File: config.mk
export PLATFORM = sky130hd
export DESIGN_NAME = krt_cell
export DESIGN_NICKNAME = d
export VERILOG_FILES = /design/src/rtl/krt_pkg.sv /design/src/rtl/krt_cell.sv
export SDC_FILE = /design/constraint.sdc
export NUM_CORES = 1
export LEC_CHECK = 0
export ABC_CLOCK_PERIOD_IN_PS = 10200
export BUFFER_PORTS_ARGS = -buffer_cell sky130_fd_sc_hd__buf_2
export CORE_ASPECT_RATIO = 0.75
export CORE_MARGIN = 2
export CORE_UTILIZATION = 30
export DETAILED_ROUTE_END_ITERATION = 16
export PLACE_DENSITY_LB_ADDON = 0.25
export SETUP_SLACK_MARGIN = 0.1
export SLEW_MARGIN = 20
export SYNTH_ARGS = -nofsm -noshare
export SYNTH_HDL_FRONTEND = slang
export SYNTH_SLANG_ARGS = --single-unit
export TNS_END_PERCENT = 100
File: constraint.sdc
create_clock -name aclk -period 10.2 [get_ports aclk]
set_clock_uncertainty 0.05 [all_clocks]
set_input_delay 1.53 -clock aclk [delete_from_list [all_inputs] [get_ports aclk]]
set_output_delay 1.53 -clock aclk [all_outputs]
set_load 0.02 [all_outputs]
File: src/rtl/krt_pkg.sv
package krt_pkg;

    // Number of record slots, one cell each.
    localparam int TABLE_DEPTH = 16;
    localparam int CNT_W       = $clog2(TABLE_DEPTH + 1);
    localparam int DATA_W      = 32;
    localparam int FUNC_W      = 2;
    localparam int STATUS_W    = 2;
    localparam int USED_W      = 5;

    typedef enum logic [FUNC_W-1:0] {
        OP_INSERT = 2'd0,
        OP_LOOKUP = 2'd1,
        OP_REMOVE = 2'd2,
        OP_NOP    = 2'd3
    } op_t;

    typedef enum logic [STATUS_W-1:0] {
        ST_OK   = 2'd0,
        ST_MISS = 2'd1,
        ST_FULL = 2'd2
    } status_t;

    // One stored record as it sits in a cell.
    typedef struct packed {
        logic              vld;
        logic [DATA_W-1:0] key;
        logic [DATA_W-1:0] qty;
        logic [DATA_W-1:0] val;
    } rec_t;

    // A request walking down the chain. For an insert, vld/key/qty/val carry
    // the record that is pushed back one cell; for a lookup, qty/val pick up
    // the matching record.
    typedef struct packed {
        logic              live;
        op_t               op;
        logic              full;
        logic              found;
        logic              vld;
        logic [DATA_W-1:0] key;
        logic [DATA_W-1:0] qty;
        logic [DATA_W-1:0] val;
    } tok_t;

endpackage

File: src/rtl/krt_cell.sv
module krt_cell (
    input  logic          aclk,
    input  logic          aresetn,
    input  krt_pkg::tok_t tok_in,
    input  krt_pkg::rec_t nbr_rec,
    output krt_pkg::tok_t tok_out,
    output krt_pkg::rec_t rec_out
);

    krt_pkg::rec_t rec_reg;
    krt_pkg::rec_t rec_next;
    krt_pkg::tok_t tok_reg;
    krt_pkg::tok_t tok_next;
    logic          hit;

    // This cell holds the newest match if no earlier cell claimed the request.
    assign hit = tok_in.live && rec_reg.vld && (rec_reg.key == tok_in.key) &&
                 !tok_in.found &&
                 ((tok_in.op == krt_pkg::OP_LOOKUP) || (tok_in.op == krt_pkg::OP_REMOVE));

    always_comb begin
        rec_next       = rec_reg;
        tok_next       = tok_in;
        tok_next.found = tok_in.found || hit;
        if (tok_in.live && !tok_in.full) begin
            case (tok_in.op)
                krt_pkg::OP_INSERT: begin
                    rec_next     = '{vld: tok_in.vld, key: tok_in.key,
                                     qty: tok_in.qty, val: tok_in.val};
                    tok_next.vld = rec_reg.vld;
                    tok_next.key = rec_reg.key;
                    tok_next.qty = rec_reg.qty;
                    tok_next.val = rec_reg.val;
                end
                krt_pkg::OP_LOOKUP: begin
                    if (hit) begin
                        tok_next.qty = rec_reg.qty;
                        tok_next.val = rec_reg.val;
                    end
                end
                krt_pkg::OP_REMOVE: begin
                    // The matching cell and every cell behind it pull the
                    // record from the right, which has not moved yet.
                    if (tok_in.found || hit) begin
                        rec_next = nbr_rec;
                    end
                end
                default: begin
                end
            endcase
        end
    end

    always_ff @(posedge aclk) begin
        if (!aresetn) begin
            rec_reg.vld <= 1'b0;
            tok_reg.live <= 1'b0;
        end else begin
            rec_reg.vld <= rec_next.vld;
            tok_reg.live <= tok_next.live;
        end
        rec_reg.key   <= rec_next.key;
        rec_reg.qty   <= rec_next.qty;
        rec_reg.val   <= rec_next.val;
        tok_reg.op    <= tok_next.op;
        tok_reg.full  <= tok_next.full;
        tok_reg.found <= tok_next.found;
        tok_reg.vld   <= tok_next.vld;
        tok_reg.key   <= tok_next.key;
        tok_reg.qty   <= tok_next.qty;
        tok_reg.val   <= tok_next.val;
    end

    assign tok_out = tok_reg;
    assign rec_out = rec_reg;

endmodule

# [Yosys cells after proc, flatten, opt, wreduce, memory -nomap -nowiden]
# Cells that the tools add are included.
# W data, S select, Z words.
[totals] output_inout_bits=199 regBits=199 word_cells=34
[classes] mux=6 n_eq_ne=4 n_reduce_logical=12
[ops] op="$mux W97" n=2
[ops] op="$pmux W97 S2" n=1
[ops] op="$pmux W64 S2" n=1
[ops] op="$mux W64" n=1
[ops] op="$mux W33" n=1
[ops] op="$eq A32 B32 Y1" n=1
[ops] op="$logic_and A1 B1 Y1" n=5
[ops] op="$reduce_and A3 Y1" n=1
[ops] op="$eq A2 B1 Y1 const B" n=1
[ops] op="$eq A2 B2 Y1 const B" n=1
[ops] op="$logic_not A1 Y1" n=2
[ops] op="$logic_not A2 Y1" n=1
[ops] op="$logic_or A1 B1 Y1" n=2
[ops] op="$ne A2 B2 Y1 const B" n=1
[ops] op="$reduce_bool A2 Y1" n=1

# [Logic depth before layout (Yosys ltp)]
[depth] ltp_word=7 depth_mapped=10 depth_no_buf=8

# [Worst setup path after synthesis]
# OpenSTA, ideal clock, no wires.
[synth_path] kind="input to register" startpoint="input tok_in[99] in the netlist's numbering" endpoint="register rec_reg (netlist bit rec_out[0]) (enable)" path_stages=9 arrival_ps=7732 required_time_ps=9542 path_slack_ps=1811 cell_sequence="inv_1 > ha_1 > and4_1 > nand3_1 > or3_1 > clkbuf_1 > buf_6 > buf_6 > a31oi_1"
[synth_via] elab_chain_cells=6 word_cells_on_any_way=9
[synth_rtl] element="from (decl)" line="krt_cell.sv:4" text="input krt_pkg::tok_t tok_in,"
[synth_rtl] element="$eq A2 B1 Y1 or $eq A2 B2 Y1 (tied branches)" line="krt_cell.sv:19, krt_cell.sv:26"
[synth_rtl] element="$logic_or A1 B1 Y1" line="krt_cell.sv:19" text="((tok_in.op == krt_pkg::OP_LOOKUP) || (tok_in.op == krt_pkg::OP_REMOVE));"
[synth_rtl] element="$logic_and A1 B1 Y1" line="krt_cell.sv:18" text="!tok_in.found &&"
[synth_rtl] element="$logic_or A1 B1 Y1" line="krt_cell.sv:44" text="if (tok_in.found || hit) begin"
[synth_rtl] element="$ne A2 B2 Y1 (no source line)"
[synth_rtl] element="$reduce_and A3 Y1 (no source line) *"
[synth_rtl] element="to (decl)" line="krt_cell.sv:10" text="krt_pkg::rec_t rec_reg;"
# Every way passes the cells marked *; elsewhere a longest branch is shown, timed or not.
# A chain may end at the register's enable or synchronous reset.

# [Final worst setup path]
[layout_path] startpoint="input tok_in[80] in the netlist's numbering" endpoint="register rec_reg (netlist bit rec_out[35]) (enable)"
[layout_via] elab_chain_cells=7
[layout_rtl] element="$eq A32 B32 Y1" line="krt_cell.sv:17" text="assign hit = tok_in.live && rec_reg.vld && (rec_reg.key == tok_in.key) &&"
[layout_rtl] element="$logic_and A1 B1 Y1 (2 in a row)" line="krt_cell.sv:17"
[layout_rtl] element="$logic_and A1 B1 Y1" line="krt_cell.sv:18"
[layout_rtl] element="$logic_or A1 B1 Y1" line="krt_cell.sv:44"
[layout_rtl] element="$ne A2 B2 Y1 (no source line)"
[layout_rtl] element="$reduce_and A3 Y1 (no source line)"
# Every way passes these cells.

==> results.md <==
Outcome:
- The run finished with clean final reports.

Place:
- Port buffering added 399 buffers.
- The cell total after placement is 1380.
- The estimated wirelength of the detail-placed design is 18900 µm.
- At the end of routability-driven placement, the weighted congestion stood at 0.877.
- OpenSTA, run right after detailed placement, puts the worst setup slack at 5.14 ns.

Clock tree:
- After clock tree synthesis, the clock-pin slew on the worst setup and hold paths is 0.07 ns.
- Counting along the longest clock path gives a buffer depth of 2.
- In this run, post-CTS repair resized a total of 0 instances.
- The number of sinks driven by the clock tree is 199.
- The H-tree depth is 4.
- The clock latency on the worst-skew pair is 0.44 ns.
- The total clock buffers created by CTS is 17.
- TritonCTS built the clock tree.
- The clock tree root buffer cell is sky130_fd_sc_hd__clkbuf_16.
- Buffers inserted to repair hold after CTS numbered 0.
- In this run the post-CTS setup repair buffer count came out at 0.

Power and ir drop:
- The analysis attributes to cell leakage a power of 4.81 nW.
- The ratio of total power to cell area is 162 nW/µm².
- IR analysis of the VDD net gives a maximum drop of 0.106 mV.

Logic synthesis:
- The synthesized instance count is 637.
- The average instance in the mapped netlist occupies 13.5 µm².
- Ranked by instance count, the synthesized netlist is headed by sky130_fd_sc_hd__mux2_2, sky130_fd_sc_hd__dfxtp_1, sky130_fd_sc_hd__a22oi_1.
- The count of cell types in the netlist is 30.
- Counting every net in the synthesized netlist gives 841.
- The synthesized design spends more area on one cell type than any other, namely sky130_fd_sc_hd__edfxtp_1.
- During synthesis, Yosys emitted a total of 0 warnings.
- The most numerous cell in the Yosys netlist is sky130_fd_sc_hd__mux2_2.
- By area the synthesized netlist is led by sky130_fd_sc_hd__edfxtp_1, sky130_fd_sc_hd__dfxtp_1, sky130_fd_sc_hd__mux2_2.
- Of the synthesized area, sequential elements account for 0.574.
- The cell area after synthesis is 8610 µm².
- The number of storage elements in the synthesis netlist is 199.
- In the synthesized netlist the async set-or-reset flop fraction comes to 0.
- The most instantiated flip-flop cell in the synthesis netlist is sky130_fd_sc_hd__dfxtp_1.
- The share of synthesized area in the top cell type comes to 0.335.
- The number of synthesized flops with an enable pin is 96.

Final layout:
- For this run, the post-layout net count is 1218.
- The count of cells in the finished layout, fillers not included, comes to 1414.
- The fraction of final layout cells with drive strength greater than 1 is 0.587.
- From synthesis to final layout, the design area changed by 33.4%.

Timing:
- Setup repair after global routing left no endpoint under its margin.
- The worst setup slack after layout is 5.61 ns.
- The final-layout setup total negative slack is 0 ns.
- The highest attainable clock frequency is 218 MHz.
- The number of pins exceeding their max-slew limit in the final report was 0.
- Dividing the final minimum period by the clock period gives 0.450.
- The worst path in the final design needs a cycle of 4.59 ns, including I/O delays and setup.
- The headroom to the max-slew limit is 0.266.
- For the pin with the worst max-slew slack, the measured transition is 1.10 ns.
- The number of failing hold endpoints at the final stage is 0.
- Setup violations remaining at the end of the flow were counted as 0.

Min path:
- The worst hold path stage count is 2.
- The path category of the worst min-delay check is reg -> reg.

Route:
- Before antenna repair, the detailed router went through 4 iterations.
- The post-route DRC violation count is 0.
- The detailed-route wire length per cell is 19.2 µm.
- For this block, wires on met1 add up to 11900 µm.
- The initial detailed-routing violation count is 301.
- In this run the remaining antenna-violating nets after routing total 0.
- Using the TritonRoute via totals, the vias-per-cell ratio works out to 4.90.
- The highest metal layer with signal wires is met4.
- Detailed routing placed a total of 12800 µm of wire on met2.
- The routed wire length is 27200 µm.
- Wire segments on met3 add up to 2000 µm in the final route.
- The routed layout has 6923 vias.

Global routing:
- The pin count of the biggest net entering global routing is 76.
- The number of antenna violations at the first check in global routing is 2.
- The wire length of the first global-routing pass is 39700 µm.
- The aggregate global-route resource usage is 0.176.
- The via count of the first global-routing pass is 6847.
- Global routing finished with a remaining overflow of 0.

Worst setup path:
- The number of cells on the worst reg-to-reg path is 6.
- The endpoint type of the worst setup path is a register.
- The arrival time at the worst endpoint is 4.60 ns.
- STA puts the critical path data required time at 10.21 ns.
- The worst setup path is launched from an input pin.
- The type of the worst setup path is in -> reg.
- The maximum fanout encountered on the critical timing path is 67.

Die:
- The area of the die is 30100 µm².
- The effective utilization at floorplan is 0.306.
- The width of the chip is 200 µm.
- After floorplanning, the core was sized to cover 28100 µm².
- 400 I/O pins were placed.
- The die boundary height is 151 µm.
- Row generation in the floorplan step produced 53 rows.

Run:
- The total of max-cap violations is 0.
sequential cells by signal (all words and copies together), names as in the netlist:
signal	cells
tok_out	102
rec_out	97
cell families after synthesis:
kind of cell,after synthesis,synth area share
xor+xnor,32,0.0326
fa+ha+maj,3,0.00436
buf+inv,53,0.0320
flops,199,0.574
mux,129,0.169
simple gates,21,0.0166
compound gates,200,0.171
path summary, 6_finish.rpt:
check | startpoint | endpoint | slack, ns
worst max-delay path | tok_in[80] | rec_out[35]$_DFFE_PP_ | 5.61
worst min-delay path | rec_out[3]$_DFFE_PP_ | tok_out[3]$_DFF_P_ | 0.50
worst min register to register | rec_out[3]$_DFFE_PP_ | tok_out[3]$_DFF_P_ | 0.50
worst max register to register | rec_out[80]$_DFFE_PP_ | rec_out[35]$_DFFE_PP_ | 6.41
per-stage QoR:
step	hold slack (ns)	utilization	area [µm²]	total power, W
finish	0.496	0.409	11500	0.00186
global route	0.526	0.409	11500	0.00194
CTS	0.501	0.408	11500	0.00189
detailed placement	0.480	0.389	10900	0.00124
global placement	0.470	0.389	10900	0.00123
floorplan	0.608	-	8610	0.00110
critical path: stages:
cell and delay [ns]:
sky130_fd_sc_hd__buf_2 0.12, sky130_fd_sc_hd__xor2_1 0.15, sky130_fd_sc_hd__nor4_1 0.68, sky130_fd_sc_hd__nand3_1 0.28, sky130_fd_sc_hd__or3_4 0.82, sky130_fd_sc_hd__a31oi_4 0.32
sky130_fd_sc_hd__buf_4 0.58
placed cells by master (no fill, tap or decap), types with 2 or more instances in the layout:
cell                         instances
sky130_fd_sc_hd__clkinvlp_4          2
sky130_fd_sc_hd__mux2_2            129
sky130_fd_sc_hd__o21ai_1            60
sky130_fd_sc_hd__nand3_1             2
sky130_fd_sc_hd__edfxtp_1           96
sky130_fd_sc_hd__dfxtp_1           103
sky130_fd_sc_hd__clkbuf_16          17
sky130_fd_sc_hd__inv_1               4
sky130_fd_sc_hd__diode_2             2
sky130_fd_sc_hd__o21ai_0             6
sky130_fd_sc_hd__ha_1                2
sky130_fd_sc_hd__buf_2             399
sky130_fd_sc_hd__clkinv_4            3
sky130_fd_sc_hd__nor4_1              7
sky130_fd_sc_hd__a21oi_1             2
sky130_fd_sc_hd__a22oi_1            98
sky130_fd_sc_hd__inv_6               3
sky130_fd_sc_hd__a22oi_2            30
sky130_fd_sc_hd__clkbuf_8            2
sky130_fd_sc_hd__xor2_1             31
sky130_fd_sc_hd__buf_4               7
sky130_fd_sc_hd__clkinv_2            3
sky130_fd_sc_hd__nand2_1             2
sky130_fd_sc_hd__and4_1              2
routing by layer:
metal,global-route usage,vias up
met5,0,-
met4,0.0607,0
met2,0.276,271
met1,0.234,3393
li1,-,3236
met3,0.0459,23
area by class of cell:
type / count / area (µm²)
clock buffers: 20 / 457
inverters: 5 / 18.8
well taps: 385 / 482
clock inverters: 12 / 93.8
multi-input cells: 385 / 3440
flip-flops and latches: 199 / 4940
fillers: 2794 / 16600
repair buffers: 406 / 2050
diodes: 2 / 5.00
where the power goes:
part           switching [W]  internal, W
Sequential         0.0000257     0.000895
Combinational       0.000171     0.000126
Clock               0.000315     0.000330
Total               0.000512      0.00135
No activity file was read; power rests on OpenSTA's default activity.
